**config.mk**
```make
export PLATFORM = sky130hd
export DESIGN_NAME = calculator_token_scanner
export DESIGN_NICKNAME = d
export VERILOG_FILES = /design/src/cts_pkg.sv /design/src/cts_core.sv /design/src/cts_fifo.sv /design/src/calculator_token_scanner.sv
export VERILOG_INCLUDE_DIRS = /design/src /design/src/src
export SDC_FILE = /design/constraint.sdc
export NUM_CORES = 1
export LEC_CHECK = 0
export ABC_AREA = 1
export BUFFER_PORTS_ARGS = -buffer_cell sky130_fd_sc_hd__buf_2
export CORE_UTILIZATION = 35
export CTS_CLUSTER_DIAMETER = 150
export DETAILED_ROUTE_END_ITERATION = 8
export GPL_ROUTABILITY_DRIVEN = 0
export GPL_TIMING_DRIVEN = 0
export PLACE_DENSITY = 0.61
export SETUP_SLACK_MARGIN = 0.2
export SYNTH_ARGS = -nofsm -noshare
export SYNTH_HDL_FRONTEND = slang
export SYNTH_HIERARCHICAL = 1
export SYNTH_SLANG_ARGS = --single-unit
```
**constraint.sdc**
```tcl
create_clock -name clk_i -period 7.75 [get_ports clk_i]
set_clock_uncertainty 0.05 [all_clocks]
set_input_delay 1.1625 -clock clk_i [delete_from_list [all_inputs] [get_ports clk_i]]
set_output_delay 1.1625 -clock clk_i [all_outputs]
set_load 0.02 [all_outputs]
```
**src/calculator_token_scanner_assert.svh**
```systemverilog
// ----------------------------------------------------------------------------
// calculator_token_scanner_assert.svh
// Assertion macros for the calculator token scanner.
// ----------------------------------------------------------------------------
`ifndef CALCULATOR_TOKEN_SCANNER_ASSERT_SVH
`define CALCULATOR_TOKEN_SCANNER_ASSERT_SVH

`ifndef NO_ASSERTIONS
// same-cycle implication
`define CTS_ASSERT_IMP(label, clk, rst_n, ante, cons) \
  label: assert property (@(posedge clk) disable iff (!rst_n) (ante) |-> (cons)) \
    else $error("scanner assertion failed");
// next-cycle implication
`define CTS_ASSERT_NXT(label, clk, rst_n, ante, cons) \
  label: assert property (@(posedge clk) disable iff (!rst_n) (ante) |=> (cons)) \
    else $error("scanner assertion failed");
`else
`define CTS_ASSERT_IMP(label, clk, rst_n, ante, cons)
`define CTS_ASSERT_NXT(label, clk, rst_n, ante, cons)
`endif

`endif

```
**src/cts_pkg.sv**
```systemverilog
`timescale 1ns / 1ps
// ----------------------------------------------------------------------------
// cts_pkg
// Shared types and codes of the calculator token scanner.
// ----------------------------------------------------------------------------
package cts_pkg;

  localparam int MAX_IMAGE_CHARS_DEF = 8;
  localparam int IMAGE_BYTES         = 8;
  localparam int FIFO_DEPTH          = 4;

  localparam logic [3:0] K_READ    = 4'd0;
  localparam logic [3:0] K_WRITE   = 4'd1;
  localparam logic [3:0] K_ID      = 4'd2;
  localparam logic [3:0] K_LITERAL = 4'd3;
  localparam logic [3:0] K_BECOMES = 4'd4;
  localparam logic [3:0] K_ADD     = 4'd5;
  localparam logic [3:0] K_SUB     = 4'd6;
  localparam logic [3:0] K_MUL     = 4'd7;
  localparam logic [3:0] K_DIV     = 4'd8;
  localparam logic [3:0] K_LPAREN  = 4'd9;
  localparam logic [3:0] K_RPAREN  = 4'd10;
  localparam logic [3:0] K_EOF     = 4'd11;
  localparam logic [3:0] K_SEMI    = 4'd12;
  localparam logic [3:0] K_ERROR   = 4'd13;

  localparam logic [1:0] ERR_NONE     = 2'd0;
  localparam logic [1:0] ERR_COMMENT  = 2'd1;
  localparam logic [1:0] ERR_COLON    = 2'd2;
  localparam logic [1:0] ERR_BAD_CHAR = 2'd3;

  typedef struct packed {
    logic [3:0]  kind;
    logic [1:0]  err;
    logic [15:0] line;
    logic [63:0] image;
    logic [3:0]  len;
    logic        trunc;
    logic [7:0]  bad;
    logic        last;
  } res_t;

  function automatic res_t make_res(logic [3:0] kind, logic [1:0] err, logic [15:0] line,
                                    logic [63:0] image, logic [3:0] len, logic trunc,
                                    logic [7:0] bad);
    res_t r;
    r.kind  = kind;
    r.err   = err;
    r.line  = line;
    r.image = image;
    r.len   = len;
    r.trunc = trunc;
    r.bad   = bad;
    r.last  = 1'b0;
    return r;
  endfunction

endpackage

```
**src/cts_core.sv**
```systemverilog
`timescale 1ns / 1ps
// ----------------------------------------------------------------------------
// cts_core
// Scanner state and per-character next-state logic; up to two items out.
// ----------------------------------------------------------------------------
module cts_core #(
  parameter int MAX_IMAGE_CHARS = cts_pkg::MAX_IMAGE_CHARS_DEF
) (
  input  logic           clk_i,
  input  logic           rst_ni,
  input  logic           fire_i,
  input  logic [7:0]     char_code_i,
  input  logic           end_of_input_i,
  output cts_pkg::res_t  res0_o,
  output cts_pkg::res_t  res1_o,
  output logic [1:0]     res_n_o
);

  localparam logic [3:0] M_START      = 4'd0;
  localparam logic [3:0] M_SLASH      = 4'd1;
  localparam logic [3:0] M_BLOCK      = 4'd2;
  localparam logic [3:0] M_BLOCK_STAR = 4'd3;
  localparam logic [3:0] M_LINE       = 4'd4;
  localparam logic [3:0] M_NUMBER     = 4'd5;
  localparam logic [3:0] M_IDENT      = 4'd6;
  localparam logic [3:0] M_COLON      = 4'd7;
  localparam logic [3:0] M_DONE       = 4'd8;
  localparam logic [3:0] M_HALT       = 4'd9;

  localparam logic [7:0] CH_NL    = 8'h0A;
  localparam logic [7:0] CH_SLASH = 8'h2F;
  localparam logic [7:0] CH_STAR  = 8'h2A;
  localparam logic [7:0] CH_COLON = 8'h3A;
  localparam logic [7:0] CH_EQ    = 8'h3D;
  localparam logic [7:0] CH_PLUS  = 8'h2B;
  localparam logic [7:0] CH_MINUS = 8'h2D;
  localparam logic [7:0] CH_LPAR  = 8'h28;
  localparam logic [7:0] CH_RPAR  = 8'h29;
  localparam logic [7:0] CH_SEMI  = 8'h3B;

  localparam logic [63:0] IMG_READ  = 64'h0000_0000_6461_6572;
  localparam logic [63:0] IMG_WRITE = 64'h0000_0065_7469_7277;
  localparam logic [3:0]  LEN_READ  = 4'd4;
  localparam logic [3:0]  LEN_WRITE = 4'd5;
  localparam logic [3:0]  MAX_LEN   = 4'(MAX_IMAGE_CHARS);

  logic [3:0]  mode_q, mode_d;
  logic [63:0] buf_q, buf_d;
  logic [3:0]  cnt_q, cnt_d;
  logic        ovf_q, ovf_d;
  logic [15:0] line_q, line_d;

  logic        is_digit, is_alpha, is_space;
  logic [7:0]  c;
  logic        eoi;

  logic [3:0]    f_mode;
  logic          f_emit;
  cts_pkg::res_t f_res;
  logic [63:0]   f_buf;
  logic [3:0]    f_cnt;
  logic          f_bump;

  logic [63:0]   app_buf;
  logic [3:0]    app_cnt;
  logic          app_ovf;
  logic [3:0]    word_kind;
  logic          bump;
  cts_pkg::res_t res0, res1;
  logic [1:0]    res_n;

  assign c        = char_code_i;
  assign eoi      = end_of_input_i;
  assign is_digit = (c >= 8'h30) && (c <= 8'h39);
  assign is_alpha = ((c >= 8'h61) && (c <= 8'h7A)) || ((c >= 8'h41) && (c <= 8'h5A));
  assign is_space = c inside {8'h20, 8'h09, 8'h0A, 8'h0B, 8'h0C, 8'h0D};

  // fresh scan of the current character from between tokens
  always_comb begin
    f_mode = M_START;
    f_emit = 1'b0;
    f_res  = cts_pkg::make_res(cts_pkg::K_EOF, cts_pkg::ERR_NONE, line_q, '0, '0, 1'b0, '0);
    f_buf  = '0;
    f_cnt  = '0;
    f_bump = 1'b0;
    if (eoi) begin
      f_emit = 1'b1;
      f_mode = M_DONE;
    end else if (is_space) begin
      f_bump = (c == CH_NL);
    end else if (c == CH_SLASH) begin
      f_mode = M_SLASH;
    end else if (is_digit || is_alpha) begin
      f_buf  = {56'd0, c};
      f_cnt  = 4'd1;
      f_mode = is_digit ? M_NUMBER : M_IDENT;
    end else begin
      f_emit = 1'b1;
      case (c)
        CH_COLON: begin
          f_emit = 1'b0;
          f_mode = M_COLON;
        end
        CH_PLUS:  f_res.kind = cts_pkg::K_ADD;
        CH_MINUS: f_res.kind = cts_pkg::K_SUB;
        CH_STAR:  f_res.kind = cts_pkg::K_MUL;
        CH_LPAR:  f_res.kind = cts_pkg::K_LPAREN;
        CH_RPAR:  f_res.kind = cts_pkg::K_RPAREN;
        CH_SEMI:  f_res.kind = cts_pkg::K_SEMI;
        default: begin
          f_res.kind = cts_pkg::K_ERROR;
          f_res.err  = cts_pkg::ERR_BAD_CHAR;
          f_res.bad  = c;
          f_mode     = M_HALT;
        end
      endcase
    end
  end

  // append to the image
  always_comb begin
    app_buf = buf_q;
    for (int i = 0; i < cts_pkg::IMAGE_BYTES; i++) begin
      if ((i < MAX_IMAGE_CHARS) && (cnt_q == 4'(i))) begin
        app_buf[8*i +: 8] = c;
      end
    end
    app_cnt = (cnt_q < MAX_LEN) ? cnt_q + 4'd1 : cnt_q;
    app_ovf = ovf_q | (cnt_q >= MAX_LEN);
  end

  always_comb begin
    word_kind = cts_pkg::K_ID;
    if (!ovf_q && (cnt_q == LEN_READ) && (buf_q == IMG_READ)) begin
      word_kind = cts_pkg::K_READ;
    end else if (!ovf_q && (cnt_q == LEN_WRITE) && (buf_q == IMG_WRITE)) begin
      word_kind = cts_pkg::K_WRITE;
    end
  end

  always_comb begin
    mode_d = mode_q;
    buf_d  = buf_q;
    cnt_d  = cnt_q;
    ovf_d  = ovf_q;
    bump   = 1'b0;
    res0   = f_res;
    res1   = f_res;
    res_n  = 2'd0;
    case (mode_q)
      M_START: begin
        mode_d = f_mode;
        buf_d  = f_buf;
        cnt_d  = f_cnt;
        ovf_d  = 1'b0;
        bump   = f_bump;
        res_n  = {1'b0, f_emit};
      end
      M_SLASH: begin
        if (!eoi && (c == CH_STAR)) begin
          mode_d = M_BLOCK;
        end else if (!eoi && (c == CH_SLASH)) begin
          mode_d = M_LINE;
        end else begin
          res0   = cts_pkg::make_res(cts_pkg::K_DIV, cts_pkg::ERR_NONE, line_q,
                                     '0, '0, 1'b0, '0);
          mode_d = f_mode;
          buf_d  = f_buf;
          cnt_d  = f_cnt;
          ovf_d  = 1'b0;
          bump   = f_bump;
          res_n  = f_emit ? 2'd2 : 2'd1;
        end
      end
      M_BLOCK, M_BLOCK_STAR: begin
        if (eoi) begin
          res0   = cts_pkg::make_res(cts_pkg::K_ERROR, cts_pkg::ERR_COMMENT, line_q,
                                     '0, '0, 1'b0, '0);
          res_n  = 2'd1;
          mode_d = M_HALT;
        end else if ((c == CH_SLASH) && (mode_q == M_BLOCK_STAR)) begin
          mode_d = M_START;
        end else begin
          bump   = (c == CH_NL);
          mode_d = (c == CH_STAR) ? M_BLOCK_STAR : M_BLOCK;
        end
      end
      M_LINE: begin
        if (eoi) begin
          mode_d = f_mode;
          res_n  = {1'b0, f_emit};
        end else if (c == CH_NL) begin
          bump   = 1'b1;
          mode_d = M_START;
        end
      end
      M_NUMBER, M_IDENT: begin
        if (!eoi && (is_digit || (is_alpha && (mode_q == M_IDENT)))) begin
          buf_d = app_buf;
          cnt_d = app_cnt;
          ovf_d = app_ovf;
        end else begin
          res0   = cts_pkg::make_res((mode_q == M_NUMBER) ? cts_pkg::K_LITERAL : word_kind,
                                     cts_pkg::ERR_NONE, line_q, buf_q, cnt_q, ovf_q, '0);
          mode_d = f_mode;
          buf_d  = f_buf;
          cnt_d  = f_cnt;
          ovf_d  = 1'b0;
          bump   = f_bump;
          res_n  = f_emit ? 2'd2 : 2'd1;
        end
      end
      M_COLON: begin
        res_n = 2'd1;
        if (!eoi && (c == CH_EQ)) begin
          res0   = cts_pkg::make_res(cts_pkg::K_BECOMES, cts_pkg::ERR_NONE, line_q,
                                     '0, '0, 1'b0, '0);
          mode_d = M_START;
        end else begin
          res0   = cts_pkg::make_res(cts_pkg::K_ERROR, cts_pkg::ERR_COLON, line_q,
                                     '0, '0, 1'b0, CH_COLON);
          mode_d = M_HALT;
        end
      end
      M_DONE: begin
        res0  = cts_pkg::make_res(cts_pkg::K_EOF, cts_pkg::ERR_NONE, line_q,
                                  '0, '0, 1'b0, '0);
        res_n = 2'd1;
      end
      default: begin
        mode_d = M_HALT;
      end
    endcase
    res0.last = (res_n == 2'd1);
    res1.last = 1'b1;
    line_d    = (bump && (line_q != 16'hFFFF)) ? line_q + 16'd1 : line_q;
  end

  always_ff @(posedge clk_i or negedge rst_ni) begin
    if (!rst_ni) begin
      mode_q <= M_START;
      buf_q  <= '0;
      cnt_q  <= '0;
      ovf_q  <= 1'b0;
      line_q <= 16'd1;
    end else if (fire_i) begin
      mode_q <= mode_d;
      buf_q  <= buf_d;
      cnt_q  <= cnt_d;
      ovf_q  <= ovf_d;
      line_q <= line_d;
    end
  end

  assign res0_o  = res0;
  assign res1_o  = res1;
  assign res_n_o = res_n;

endmodule

```
**src/cts_fifo.sv**
```systemverilog
`timescale 1ns / 1ps
// ----------------------------------------------------------------------------
// cts_fifo
// Result queue: takes up to two items a cycle, gives one.
// ----------------------------------------------------------------------------
module cts_fifo (
  input  logic                                     clk_i,
  input  logic                                     rst_ni,
  input  logic [1:0]                               push_n_i,
  input  cts_pkg::res_t                            push0_i,
  input  cts_pkg::res_t                            push1_i,
  input  logic                                     pop_i,
  output cts_pkg::res_t                            head_o,
  output logic [$clog2(cts_pkg::FIFO_DEPTH+1)-1:0] count_o
);

  localparam int PW = $clog2(cts_pkg::FIFO_DEPTH);
  localparam int CW = $clog2(cts_pkg::FIFO_DEPTH + 1);

  cts_pkg::res_t mem_q [cts_pkg::FIFO_DEPTH];
  logic [PW-1:0] wr_q, rd_q;
  logic [CW-1:0] count_q;
  logic [PW-1:0] wr_next;

  assign wr_next = wr_q + PW'(1);

  always_ff @(posedge clk_i) begin
    if (push_n_i != 2'd0) begin
      mem_q[wr_q] <= push0_i;
    end
    if (push_n_i == 2'd2) begin
      mem_q[wr_next] <= push1_i;
    end
  end

  always_ff @(posedge clk_i or negedge rst_ni) begin
    if (!rst_ni) begin
      wr_q    <= '0;
      rd_q    <= '0;
      count_q <= '0;
    end else begin
      wr_q    <= wr_q + PW'(push_n_i);
      rd_q    <= rd_q + PW'(pop_i);
      count_q <= count_q + CW'(push_n_i) - CW'(pop_i);
    end
  end

  assign head_o  = mem_q[rd_q];
  assign count_o = count_q;

endmodule

```
**src/calculator_token_scanner.sv**
```systemverilog
`timescale 1ns / 1ps
// ----------------------------------------------------------------------------
// calculator_token_scanner
// Streaming lexical scanner for the calculator language.
//
//   channel  direction  handshake                payload
//   in       sink       in_valid_i / in_stall_o  char_code_i, end_of_input_i
//   out      source     out_valid_o/ out_stall_i token_kind_o ... last_of_run_o
//
// A character is taken each unstalled cycle; its tokens (zero, one or two) enter
// a four-entry result queue at the same edge and leave one per unstalled cycle.
// The input stalls while fewer than two queue entries are free.
// Reset returns the scanner to between tokens with the line count at one.
// After an error item the scanner takes characters but gives nothing more.
// ----------------------------------------------------------------------------
`include "calculator_token_scanner_assert.svh"

module calculator_token_scanner #(
  parameter int MAX_IMAGE_CHARS = cts_pkg::MAX_IMAGE_CHARS_DEF
) (
  input  logic        clk_i,
  input  logic        rst_ni,
  input  logic        in_valid_i,
  output logic        in_stall_o,
  input  logic [7:0]  char_code_i,
  input  logic        end_of_input_i,
  output logic        out_valid_o,
  input  logic        out_stall_i,
  output logic [3:0]  token_kind_o,
  output logic [1:0]  error_code_o,
  output logic [15:0] line_number_o,
  output logic [63:0] lexeme_o,
  output logic [3:0]  image_length_o,
  output logic        image_truncated_o,
  output logic [7:0]  offending_char_o,
  output logic        last_of_run_o
);

  localparam int CW = $clog2(cts_pkg::FIFO_DEPTH + 1);

  logic          in_fire, out_fire;
  cts_pkg::res_t res0, res1, head;
  logic [1:0]    res_n, push_n;
  logic [CW-1:0] count;

  assign in_fire  = in_valid_i && !in_stall_o;
  assign out_fire = out_valid_o && !out_stall_i;
  assign push_n   = in_fire ? res_n : 2'd0;

  cts_core #(
    .MAX_IMAGE_CHARS(MAX_IMAGE_CHARS)
  ) u_core (
    .clk_i          (clk_i),
    .rst_ni         (rst_ni),
    .fire_i         (in_fire),
    .char_code_i    (char_code_i),
    .end_of_input_i (end_of_input_i),
    .res0_o         (res0),
    .res1_o         (res1),
    .res_n_o        (res_n)
  );

  cts_fifo u_fifo (
    .clk_i    (clk_i),
    .rst_ni   (rst_ni),
    .push_n_i (push_n),
    .push0_i  (res0),
    .push1_i  (res1),
    .pop_i    (out_fire),
    .head_o   (head),
    .count_o  (count)
  );

  assign in_stall_o        = count > CW'(cts_pkg::FIFO_DEPTH - 2);
  assign out_valid_o       = count != '0;
  assign token_kind_o      = head.kind;
  assign error_code_o      = head.err;
  assign line_number_o     = head.line;
  assign lexeme_o          = head.image;
  assign image_length_o    = head.len;
  assign image_truncated_o = head.trunc;
  assign offending_char_o  = head.bad;
  assign last_of_run_o     = head.last;

  `CTS_ASSERT_IMP(a_queue_bound, clk_i, rst_ni, 1'b1, count <= CW'(cts_pkg::FIFO_DEPTH))
  `CTS_ASSERT_IMP(a_stall_room, clk_i, rst_ni, !in_stall_o,
                  count <= CW'(cts_pkg::FIFO_DEPTH - 2))
  `CTS_ASSERT_NXT(a_pair_follows, clk_i, rst_ni, out_fire && !last_of_run_o, out_valid_o)
  `CTS_ASSERT_NXT(a_error_final, clk_i, rst_ni,
                  out_fire && (token_kind_o == cts_pkg::K_ERROR), !out_valid_o)

endmodule

```
Yosys cells after proc, flatten, opt, wreduce, memory -nomap -nowiden
Memories as Yosys holds them, arrays and structs flattened.
Index checks and enable logic that the tools add are counted.
- register bits: 96
- memories: 1
- output and inout bits: 102
- memory bits (writable): 400
- logic and storage cells: 220
- mux-type cells: 92
- equality and inequality tests: 48
- reduce and logical (&&, ||, !) cells: 46
- $add $sub $neg: 7
- order comparisons: 9
- bitwise operators: 2
- memories (name ; words ; bits a word ; rd ports ; clocked after Yosys merged registers in ; write ports ; RTL line ; source):
    u_fifo.mem_q ; 4 ; 100 ; 1 ; 0 ; 2 ; cts_fifo.sv:20 ; cts_pkg::res_t mem_q [cts_pkg::FIFO_DEPTH];
- operators with widths (operator ; count):
    $mux 100 ; 5
    $pmux 100 s5 ; 1
    $mux 64 ; 6
    $pmux 64 s3 ; 1
    $mux 8 ; 14
    $mux 4 ; 21
    $eq 8x6->1 const B ; 10
    $eq 64x31->1 const B ; 1
    $eq 64x39->1 const B ; 1
    $pmux 4 s7 ; 2
    $reduce_and 5->1 ; 9
    $eq 8x4->1 const B ; 5
    $eq 4x3->1 const B ; 8
    $ne 3x2->1 const B ; 10
    $mux 1 ; 25
    $mux 6 ; 4
    $add 16x1->16 const B ; 1
    $eq 4x2->1 const B ; 4
    $ge 8x7->1 const B ; 2
    $le 8x7->1 const B ; 2
    $logic_and 1x1->1 ; 16
    $mux 2 ; 8
    $ne 16x16->1 const B ; 1
    $pmux 2 s6 ; 1
    33 further kinds ; 46

Depth between registers and ports, before layout
Gate-level depths: netlist (run 1).
- word-level depth: 16
- mapped depth: 21

Hierarchy
The synthesis (run 1) kept the hierarchy.
- modules (own cells, without submodules) (module ; area an instance (µm²) ; instances ; cells each ; sequential area each (µm²)):
    cts_fifo ; 22456.5 ; 1 ; 2845 ; 12186.7
    cts_core ; 6470.0 ; 1 ; 946 ; 2228.4
    calculator_token_scanner ; 53.8 ; 1 ; 12 ; 0.0

Worst setup path after synthesis (run 1)
OpenSTA, ideal clock, no wires.
- path type: input to register
- start: in char_code_i[1]
- end: mem u_fifo/mem_q[0][0] in the netlist's numbering, enable pin
- data required time: 6.771 ns
- stages: 17
- path slack: 2.089 ns
- arrival time: 4.681 ns
- cell sequence: buf_2 -> nor2_1 -> nand3_1 -> nand3_1 -> nand2_1 -> nor2_1 -> nand2_1 -> nand2_1 -> nand3_1 -> nand3_1 -> inv_1 -> nor2_1 -> nor2_4 -> nand2_1 -> buf_2 -> buf_2 -> nand2_1
- RTL lines (what ; RTL line ; source):
    start, declared ; calculator_token_scanner.sv:25 ; input logic [7:0] char_code_i,
    end, declared ; cts_fifo.sv:20 ;

==> summary.md, run 1 <==
| Metric | Value |
|---|---|
| Die Width | `290 µm` |
| Num ports | `115` |
| Util after Layout | `40.3%` |
| Reg-to-Reg Start | `u_core/mode_q[3]$_DFFE_PN0P_` |
| Critical Path, Cell by Cell | `buf_2, buf_2, nor2_1, nand2_1, nand3_1, nand2_1, nand2_1, nand2_1, nand2_1, nand2_1, nand3_1, nand3_1, inv_1, nor2_1, nor2_4, nand2_1, buf_2, buf_2, nand2_4, buf_16` |
| Slew headroom | `18.7%` |
| Critical path arrival | `5.40 ns` |
| Setup CP Type | `in2reg` |
| Tmin final | `5.16 ns` |
| Seq. cell area | `0.0144 mm²` |
| Core area | `0.0820 mm²` |
| TritonCTS clock tree | `yes` |
| Setup slack after layout | `2.59 ns` |
| CP max FO | `54` |
| Async S/R FF share, synth | `19.4%` |
| Proportion of layout cells with a drive suffix above 1 | `13.9%` |
| Global Route Usage Sum | `22.2%` |
| Worst setup SP type | `input pin` |
| Clock sink count | `496` |
| Highest metal used | `met5` |
| LEAKAGE | `16.3 nW` |
| Vias in the first global route | `23600` |
| H-tree depth | `2` |
| Sequential element share of the synthesized area | `49.7%` |
| Placed Instances | `5056` |
| Syn Std Cell Area | `0.0290 mm²` |
| Most common cell after layout, fill and taps aside | `nand2_1` |
| Endpoints failing setup | `0` |
| First-pass GRT wire length | `142000 µm` |
| Area leader, netlist | `edfxtp_1` |
| Finished Layout Cells | `5156` |
| Unrepaired setup endpoints after global routing | `no` |
| R2R depth | `17` |
| Most frequent CP cell | `nand2_1` |
| EDFF count, synth | `400` |
| Max incr delay on CP | `0.55 ns` |
| Ys flop type | `edfxtp_1` |
| R2r setup slk | `2.99 ns` |
| Warnings from Yosys | `6` |
| Root Driver | `clkbuf_16` |
| Fmax | `194 MHz` |
| Reg2reg end | `u_fifo/mem_q[0][44]$_DFFE_PP_` |
| Critical path endpoint category | `flip-flop` |
| Req. time, crit path | `7.99 ns` |
| WHS Endpoint | `u_core/buf_q[43]$_DFFE_PN0P_` |
| Tcrit/Tclk final | `66.6%` |
| Drt pass-1 iters | `8` |
| Peak supply drop | `0.169 mV` |
| Residual DRC | `0` |
| Distinct cells, synth | `42` |
| Largest net degree at the start of global routing | `58` |
| Fill cells | `8330` |
| Die outline height | `290 µm` |
| Initial Util | `35.4%` |
| WHS Path Cells | `2` |
| CTS Buf Count | `52` |
| Place WS | `2.01 ns` |
| Syn avg cell area | `7.62 µm²` |
| Slew Viols, Final | `0` |
| Drt total wl | `94600 µm` |
| Multi-input gate area | `0.0116 mm²` |
| DR WL met3 | `7830 µm` |
| Final TNS setup | `0 ns` |
| Share of the synthesized area in the top cell type | `41.4%` |
| Postcts setup bufs | `0` |
| Most frequent cells in the layout | `nand2_1 (1546), nand3_1 (585), inv_1 (411)` |
| Initial antenna violation count | `8` |
| Hold Startpoint | `u_core/buf_q[43]$_DFFE_PN0P_` |
| Status | `finished, final reports clean` |
| Post-route ant nets | `0` |
| DRT met1 WL | `39300 µm` |
| Synthesized flop and latch total | `496` |
| Max Root-Sink Buffers | `3` |
| Area grow syn2layout | `13.9%` |
| CTS resizes | `0` |
| Nets | `4064` |
| Reg clk slew, reported paths | `0.06 ns` |
| Row count | `105` |
| Initial drt markers | `2526` |
| Full die area | `0.0840 mm²` |
| Slowest-stage cell, CP | `nand2_4` |
| Via count | `25700` |
| Post-cts hold buffer count | `0` |
| Met2 wire length | `45300 µm` |
| Mapped Cells | `3803` |
| Worst slew pin tran | `1.21 ns` |
| IO buf count | `108` |
| Worst-Skew Late Latency | `0.60 ns` |
| Maxcap violations | `0` |
| Pwr/cell area | `285 mW/mm²` |
| Ranking of synthesized cells by area | `edfxtp_1 (41%), nand2_1 (20%), nand3_1 (10%), dfrtp_1 (8.2%), inv_1 (5.3%)` |
| Hold Path Class | `reg2reg` |
| DP HPWL | `64200 µm` |
| Fin. Hold Viols | `0` |
| Post-DR vias/cell | `4.98` |
| Drt wl/cell | `18.3 µm` |
| Overflow after GRT | `0` |
-- metal layers --
layer	vias to the layer above	track usage, %
met1	12000	30.1
li1	12400	-
met4	8	5.93
met2	1062	37.3
met3	138	3.04
met5	-	0
-- cell type report --
type | count | area share, %
tap | 1070 | 4.06
clock buffer | 77 | 4.44
timing repair buffer | 115 | 2.21
multi-input combinational | 2646 | 35.1
antenna | 4 | 0.0303
buffer | 309 | 5.13
sequential | 496 | 43.7
inverter | 420 | 4.78
clock inverter | 19 | 0.584
-- synth_stat cells, types with 2 or more instances --
library cell and number:
o21ai_0 17, o21ai_1 23, o22ai_1 20, xnor2_1 5, ha_1 10, nand3_2 6
nand4_1 28, nor3_1 56, buf_4 92, inv_2 7, nand2_2 5, nand2_1 1550
inv_1 411, nor3_2 2, edfxtp_1 400, nand3b_1 2, nor2_2 5, buf_2 149
dfrtp_1 95, nor2_1 129, a21oi_1 6, buf_1 12, xor2_1 11, nand3_1 585
or2_2 100, conb_1 2, clkbuf_1 56, nor2_4 5
-- worst max path at each step --
stage	to	start	slack [ns]
2_1_floorplan	u_fifo/mem_q[0][0]$_DFFE_PP_	char_code_i[1]	2.09
3_3_place_gp	u_fifo/mem_q[3][48]$_DFFE_PP_	char_code_i[1]	-1.42
3_5_place_dp	u_fifo/mem_q[0][48]$_DFFE_PP_	char_code_i[1]	2.01
4_1_cts	u_fifo/mem_q[0][48]$_DFFE_PP_	char_code_i[1]	2.64
5_1_grt	u_fifo/mem_q[0][46]$_DFFE_PP_	char_code_i[1]	2.42
6_report	u_fifo/mem_q[0][44]$_DFFE_PP_	char_code_i[1]	2.59
-- through the flow --
step | power (W) | cell area [µm²] | hold WS (ns)
floorplan | 0.00553 | 29200 | 0.409
detailed placement | 0.00699 | 31300 | 0.445
CTS | 0.00948 | 33000 | 0.459
global placement | 0.00699 | 31100 | 0.422
finish | 0.00942 | 33000 | 0.467
global route | 0.00988 | 33000 | 0.492
-- report_power, final --
part	total, W	internal (W)	switching [W]
combinational	0.00367	0.000977	0.00269
clock	0.00249	0.00144	0.00105
sequential	0.00326	0.00318	0.0000751
total	0.00942	0.00560	0.00382
-- cells by family after synthesis --
family / count (synthesis) / synth area share, %
and+or+nand+nor: 2477 / 36.5
buffers and inverters: 729 / 11.3
DFF: 496 / 49.7
AOI/OAI and AO/OA: 72 / 1.46
xor gates and xnor gates: 16 / 0.484
adders and majority gates: 11 / 0.501
other: 2 / 0.0259
-- sequential cells by signal (all words and copies together), names as in the netlist --
signal / count
u_core/ovf_q: 1
u_core/mode_q: 4
u_core/line_q: 16
u_fifo/count_o: 3
u_core/cnt_q: 4
u_core/buf_q: 64
u_fifo/wr_q: 2
u_fifo/rd_q: 2
u_fifo/mem_q: 400
-- worst max-delay path, delay by kind of cell --
family | cells | cell delay (ns)
buffers and inverters | 6 | 1.69
AND/OR/NAND/NOR | 14 | 2.47
Note: power is estimated with default switching activity, not from simulation.
==> run 2: changes to the inputs <==
--- a/config.mk
+++ b/config.mk
@@ -6,7 +6,7 @@
 export SDC_FILE = /design/constraint.sdc
 export NUM_CORES = 1
 export LEC_CHECK = 0
-export ABC_AREA = 1
+export ABC_AREA = 0
 export BUFFER_PORTS_ARGS = -buffer_cell sky130_fd_sc_hd__buf_2
 export CORE_UTILIZATION = 35
 export CTS_CLUSTER_DIAMETER = 150
==> constraint.sdc (replaced) <==
create_clock -name clk_i -period 5.2 [get_ports clk_i]
set_clock_uncertainty 0.05 [all_clocks]
set_input_delay 0.78 -clock clk_i [delete_from_list [all_inputs] [get_ports clk_i]]
set_output_delay 0.78 -clock clk_i [all_outputs]
set_load 0.02 [all_outputs]
==> summary.md, run 2 <==
| Metric | Value |
|---|---|
| Drt wl/cell | `21.9 µm (+19%)` |
| Post-Synth XOR/XNOR Area | `0.718% (+0.23 points)` |
| Overflow after GRT | `0 (unchanged)` |
| Area grow syn2layout | `16.4%` |
| Ranking of synthesized cells by area | `edfxtp_1 (45%), mux2_4 (11%), dfrtp_1 (8.9%), mux2_2 (8.5%), mux4_2 (8.4%)` |
| Reg clk slew, reported paths | `0.06 ns (about the same)` |
| Nets | `1995 (-51%)` |
| DP HPWL | `45200 µm (-30%)` |
| Drt total wl | `66600 µm (-30%)` |
| Hold Path Class | `in2async` |
| Util after Layout | `41.1% (+0.88 points)` |
| Fmax | `207 MHz` |
| Initial drt markers | `1269 (-50%)` |
| Compound-Gate Fraction of Synth Area | `3.70% (+2.2 points)` |
| Via count | `15400 (-40%)` |
| Endpoints failing setup | `0 (unchanged)` |
| Max Root-Sink Buffers | `3 (unchanged)` |
| Distinct cells, synth | `83 (+98%)` |
| Worst-Skew Late Latency | `0.61 ns (about the same)` |
| Tcrit/Tclk final | `92.9%` |
| Most frequent cells in the layout | `edfxtp_1 (400), mux2_2 (203), mux2_4 (199)` |
| Setup CP Type | `in2reg` |
| Core area | `0.0759 mm² (-7.4%)` |
| Critical path arrival | `5.09 ns (-0.31 ns)` |
| Sequential element share of the synthesized area | `53.7% (+3.9 points)` |
| Mux share of post-synthesis cell area | `28.1% (+28 points)` |
| Final Cell Area | `0.0312 mm² (-5.3%)` |
| Ys flop type | `edfxtp_1` |
| Die Width | `279 µm (-3.7%)` |
| Initial antenna violation count | `1 (-7)` |
| Proportion of layout cells with a drive suffix above 1 | `44.9% (+31 points)` |
| IO buf count | `112 (+3.7%)` |
| Post-cts hold buffer count | `0 (unchanged)` |
| Reg with most FFs | `u_fifo/mem_q` |
| Place WS | `-0.267 ns (-2.28 ns)` |
| Slew Viols, Final | `0 (unchanged)` |
| Syn avg cell area | `15.6 µm² (+110%)` |
| DP Area | `0.0294 mm² (-6.2%)` |
| Num ports | `115 (unchanged)` |
| Most instantiated library cell after synthesis | `edfxtp_1` |
| Post-DR vias/cell | `5.04 (+1.3%)` |
| Root Driver | `clkbuf_16` |
| Max reg flops | `400 (unchanged)` |
| Clock sink count | `496 (unchanged)` |
| Placed Instances | `2944 (-42%)` |
| Postcts setup bufs | `0 (unchanged)` |
| Die outline height | `279 µm (-3.7%)` |
| CTS resizes | `0 (unchanged)` |
| Pwr/cell area | `464 mW/mm² (+62%)` |
| H-tree depth | `2 (unchanged)` |
| Area leader, netlist | `edfxtp_1` |
| Status | `finished, final reports clean` |
| Synth cell count leaders | `edfxtp_1 (400), mux2_2 (203), mux2_4 (199)` |
| Global Route Usage Sum | `17.1% (-5.1 points)` |
| LEAKAGE | `11.9 nW (-27%)` |
| Largest registers | `u_fifo/mem_q: 400 flops, u_core/buf_q: 64 flops, u_core/line_q: 16 flops` |
| CTS Buf Count | `55 (+5.8%)` |
| First-pass GRT wire length | `100000 µm (-29%)` |
| Finished Layout Cells | `3047 (-41%)` |
| Row count | `101 (-3.8%)` |
| Syn Std Cell Area | `0.0268 mm² (-7.4%)` |
| Most common cell after layout, fill and taps aside | `edfxtp_1` |
| Drt pass-1 iters | `6 (-2)` |
| Mapped Cells | `1716 (-55%)` |
| Residual DRC | `0 (unchanged)` |
| Unrepaired setup endpoints after global routing | `no` |
| Share of the synthesized area in the top cell type | `44.7% (+3.3 points)` |
| Critical path endpoint category | `flip-flop` |
| Worst slew pin tran | `1.13 ns (-0.0818 ns)` |
| Worst setup SP type | `input pin` |
| Synthesized flop and latch total | `496 (unchanged)` |
| Vias in the first global route | `16100 (-32%)` |
| EDFF count, synth | `400 (unchanged)` |
| Initial Util | `35.4% (about the same)` |
| Adder-cell area share of the yosys netlist | `0.541% (+0.040 points)` |
| Slew headroom | `23.8% (+5.1 points)` |
| Async S/R FF share, synth | `19.4% (unchanged)` |
| Fin. Hold Viols | `0 (unchanged)` |
| Largest net degree at the start of global routing | `74 (+28%)` |
| Peak supply drop | `0.259 mV (+54%)` |
| TritonCTS clock tree | `yes` |
| Maxcap violations | `0 (unchanged)` |
| CP max FO | `21 (-61%)` |
| Setup slack after layout | `0.371 ns (-2.22 ns)` |
| Req. time, crit path | `5.46 ns (-2.53 ns)` |
| Post-Synth Simple-Gate Area | `6.93% (-30 points)` |
| Tmin final | `4.83 ns` |
| Post-route ant nets | `0 (unchanged)` |
| Warnings from Yosys | `6 (unchanged)` |
| Full die area | `0.0778 mm² (-7.3%)` |
| Main combinational cell family by area after synthesis | `multiplexers` |
## run 2: kinds of logic (layout without fill, tap and decap cells)
family | Yosys count | count (layout)
adder cells (fa/ha/maj) | 11 | 11
XOR/XNOR | 22 | 22
buffers and inverters | 211 | 443
AND/OR/NAND/NOR | 325 | 325
other | 2 | 71
multiplexers | 503 | 503
AO/OA/AOI/OAI | 146 | 146
flip-flops | 496 | 496
## run 2: report_power, final
part,switching [W],leakage [nW],internal (W)
logic,0.00311,6.01,0.00216
registers,0.000177,5.00,0.00508
clock network,0.00161,0.899,0.00235
total,0.00490,11.9,0.00958
## run 2: cell type report
cell class | instances | area (µm²)
timing repair buffer | 130 | 938
sequential | 496 | 14400
clock buffer | 72 | 1550
clock inverter | 30 | 284
tap | 1030 | 1290
antenna | 1 | 2.50
fill | 6967 | 44700
inverter | 23 | 86.3
multi-input combinational | 1077 | 11100
buffer | 188 | 1610
## run 2: path summary, 6_finish.rpt
kind | to | start | slack, ns | cells past startpoint
max | u_fifo/mem_q[2][57]$_DFFE_PP_ | char_code_i[1] | 0.37 | 16
min | u_core/line_q[8]$_DFFE_PN0P_ | rst_ni | 0.04 | 1
max reg2reg | u_fifo/mem_q[2][57]$_DFFE_PP_ | u_core/mode_q[3]$_DFFE_PN0P_ | 0.68 | 15
min reg2reg | u_fifo/rd_q[0]$_DFF_PN0_ | u_fifo/rd_q[0]$_DFF_PN0_ | 0.44 | 1
max in group asynchronous | u_core/buf_q[1]$_DFFE_PN0P_ | rst_ni | 4.36 | 2
min in group clk_i | u_fifo/rd_q[0]$_DFF_PN0_ | u_fifo/rd_q[0]$_DFF_PN0_ | 0.44 | 1
## run 2: layer usage
metal / vias to the layer above / wire length [µm] / track usage [%]
li1: 6993 / - / -
met1: 7875 / 28100 / 21.9
met2: 396 / 33800 / 30.1
met3: 99 / 3360 / 2.68
met4: 2 / 1360 / 4.52
met5: - / 9 / 0
## run 2: stage by stage
step / hold slack (ns) / total power, W / TNS, ns
3_5_place_dp: 0.430 / 0.0107 / -13.28
3_3_place_gp: 0.422 / 0.0105 / -669.43
6_report: 0.0378 / 0.0145 / 0
5_1_grt: 0.0421 / 0.0152 / 0
2_1_floorplan: 0.405 / 0.00886 / 0
4_1_cts: 0.0205 / 0.0147 / 0
## run 2: critical path: stages
cell and delay [ns]:
buf_2 0.13, or4_4 0.56, o221ai_4 0.26, nor3b_2 0.10, or4_1 0.46, buf_4 0.17, a21oi_1 0.25, and4b_2 0.26
clkbuf_2 0.24, and4bb_4 0.29, buf_12 0.22, buf_8 0.20, o21bai_4 0.38, buf_12 0.28, buf_12 0.21, buf_12 0.21
==> run 3: changes to the inputs <==
--- a/config.mk
+++ b/config.mk
@@ -8,6 +8,7 @@
 export LEC_CHECK = 0
 export ABC_AREA = 0
 export BUFFER_PORTS_ARGS = -buffer_cell sky130_fd_sc_hd__buf_2
+export CORE_ASPECT_RATIO = 2
 export CORE_UTILIZATION = 35
 export CTS_CLUSTER_DIAMETER = 150
 export DETAILED_ROUTE_END_ITERATION = 8
==> summary.md, run 3 (synthesis results as in run 2) <==
| Metric | Value |
|---|---|
| Reg-to-Reg Start | `u_core/mode_q[1]$_DFFE_PN0P_` |
| Fmax | `210 MHz (+1.2%)` |
| Drt wl/cell | `23.0 µm (+5.5%)` |
| Req. time, crit path | `5.48 ns (+0.02 ns)` |
| Post-route ant nets | `0 (unchanged)` |
| Initial drt markers | `886 (-30%)` |
| Area grow syn2layout | `15.5%` |
| Pwr/cell area | `451 mW/mm² (-2.6%)` |
| Residual DRC | `0 (unchanged)` |
| LEAKAGE | `11.8 nW (-0.89%)` |
| Worst setup SP type | `input pin` |
| Core area | `0.0759 mm² (-0.11%)` |
| Global Route Usage Sum | `18.2% (+1.0 points)` |
| Fill cells | `6963 (-0.057%)` |
| P_sw | `0.00482 W (-1.6%)` |
| Most common cell after layout, fill and taps aside | `edfxtp_1` |
| Slew headroom | `25.8% (+2.0 points)` |
| Postcts setup bufs | `0 (unchanged)` |
| Status | `finished, final reports clean` |
| Tcrit/Tclk final | `91.8% (-1.1 points)` |
| Hold Path Class | `in2async` |
| Critical path arrival | `5.05 ns (-0.04 ns)` |
| Critical path endpoint category | `flip-flop` |
| Largest registers | `u_fifo/mem_q: 400 flops, u_core/buf_q: 64 flops, u_core/line_q: 16 flops` |
| H-tree depth | `2 (unchanged)` |
| Fin. Hold Viols | `0 (unchanged)` |
| R2r setup slk | `0.68 ns (about the same)` |
| TritonCTS clock tree | `yes` |
| Overflow after GRT | `0 (unchanged)` |
| Pint | `0.00917 W (-4.2%)` |
| Slew Viols, Final | `0 (unchanged)` |
| Maxcap violations | `0 (unchanged)` |
| Via count | `15400 (+0.38%)` |
| Initial antenna violation count | `5 (+4)` |
| Switching share of power | `34.5% (+0.61 points)` |
| First-pass GRT wire length | `105000 µm (+4.9%)` |
| Max Root-Sink Buffers | `3 (unchanged)` |
| Drt pass-1 iters | `5 (-1)` |
| Largest net degree at the start of global routing | `73 (-1.4%)` |
| Tot Pwr | `0.0140 W (-3.4%)` |
| Endpoints failing setup | `0 (unchanged)` |
| Reg clk slew, reported paths | `0.07 ns (about the same)` |
| Post-DR vias/cell | `5.12 (+1.4%)` |
| Full die area | `0.0779 mm² (about the same)` |
| Setup CP Type | `in2reg` |
| Clock sink count | `496 (unchanged)` |
| Reg with most FFs | `u_fifo/mem_q` |
| Clock power share | `24.0% (-3.3 points)` |
| Proportion of layout cells with a drive suffix above 1 | `44.9% (-0.068 points)` |
| IO buf count | `112 (unchanged)` |
| Nets | `1989 (-0.30%)` |
| Peak supply drop | `0.251 mV (-3.1%)` |
| Max reg flops | `400 (unchanged)` |
| R2R depth | `15 (unchanged)` |
| CTS Buf Count | `43 (-22%)` |
| DP HPWL | `49700 µm (+10%)` |
| Root Driver | `clkbuf_16` |
| Vias in the first global route | `16800 (+4.0%)` |
| Most frequent cells in the layout | `edfxtp_1 (400), mux2_2 (203), mux2_4 (199)` |
| Worst hold slack | `0.0813 ns (+0.0435 ns)` |
| CP max FO | `19 (-9.5%)` |
| Combinational Power Share | `38.4% (+2.0 points)` |
| Flop pwr share | `37.6% (+1.3 points)` |
| Row count | `143 (+42%)` |
| Die Width | `198 µm (-29%)` |
| Num ports | `115 (unchanged)` |
| Die outline height | `394 µm (+41%)` |
| Initial Util | `35.4% (+0.040 points)` |
| Tmin final | `4.77 ns (-0.0575 ns)` |
| Worst slew pin tran | `1.10 ns (-0.0290 ns)` |
| Unrepaired setup endpoints after global routing | `no` |
| Worst-Skew Late Latency | `0.58 ns (-0.03 ns)` |
| Drt total wl | `69500 µm (+4.4%)` |
| Reg2reg end | `u_fifo/mem_q[0][57]$_DFFE_PP_` |
## run 3: cell count changes in the layout (fill, tap and decap cells not counted), sizes merged
cell,change
clkbuf,-15
buf,+4
clkinv,-5
clkinvlp,-1
## run 3: final cells by class
type / instances / area, µm² / share of cell area, %
multi-input cells: 1077 / 11100 / 35.7
inverters: 23 / 86.3 / 0.278
diodes: 1 / 2.50 / 0.00807
well taps: 1015 / 1270 / 4.10
repair buffers: 136 / 1130 / 3.63
clock inverters: 24 / 256 / 0.827
clock buffers: 55 / 1180 / 3.82
flip-flops and latches: 496 / 14400 / 46.5
plain buffers: 188 / 1620 / 5.21
## run 3: per-stage QoR
step                      std cells  utilization [%]  TNS (ns)  setup slack, ns  cell area [µm²]
final                          3015             40.9         0            0.429            31000
after global routing           3014             40.9         0            0.293            31000
after CTS                      3013             40.9         0            0.333            31000
after detailed placement       2934             39.0     -5.43           -0.273            29600
after global placement         2911             38.2   -686.47            -1.93            29000
after floorplan                1784                -         0         0.000364            27200
## run 3: critical path: stages
cell      delay, ns
buf_2          0.15
or4_4          0.55
o221ai_4       0.25
nor3b_2        0.10
or4_1          0.48
buf_4          0.18
a221oi_2       0.25
a311o_2        0.15
and4b_4        0.34
nand4b_1       0.15
clkbuf_4       0.35
buf_4          0.29
o21ai_4        0.23
buf_16         0.24
buf_12         0.17
buf_16         0.17
buf_16         0.17
## run 3: what timing repair did
item / 4_1_cts / 5_1_grt
gates resized for setup: 0 / 1
endpoints found under the setup margin: 0 / 14
hold buffers: 0 / 0
## run 3: worst max-delay path by stage
stage	startpoint	to	slack (ns)	depth (start not counted)
after floorplan	char_code_i[2]	u_fifo/mem_q[0][0]$_DFFE_PP_	0.0004	11
after CTS	char_code_i[0]	u_fifo/mem_q[0][59]$_DFFE_PP_	0.33	17
after global placement	char_code_i[0]	u_fifo/mem_q[0][53]$_DFFE_PP_	-1.93	11
final	char_code_i[0]	u_fifo/mem_q[0][57]$_DFFE_PP_	0.43	17
after global routing	char_code_i[0]	u_fifo/mem_q[0][57]$_DFFE_PP_	0.29	17
after detailed placement	char_code_i[0]	u_fifo/mem_q[0][53]$_DFFE_PP_	-0.27	17
## run 3: power groups by stage
stage | combinational (W) | sequential [W] | clock, W
floorplan | 0.00355 | 0.00530 | 0
global placement | 0.00517 | 0.00539 | 0
detailed placement | 0.00549 | 0.00535 | 0
CTS | 0.00551 | 0.00527 | 0.00344
global route | 0.00575 | 0.00531 | 0.00358
finish | 0.00538 | 0.00526 | 0.00336
## run 3: routing by layer
layer | vias to the layer above | track usage [%] | routed length (µm)
met5 | - | 0 | 20
met4 | 4 | 9.25 | 3670
met3 | 157 | 2.76 | 3030
met2 | 395 | 34.3 | 37900
met1 | 7915 | 19.0 | 24900
li1 | 6953 | - | -
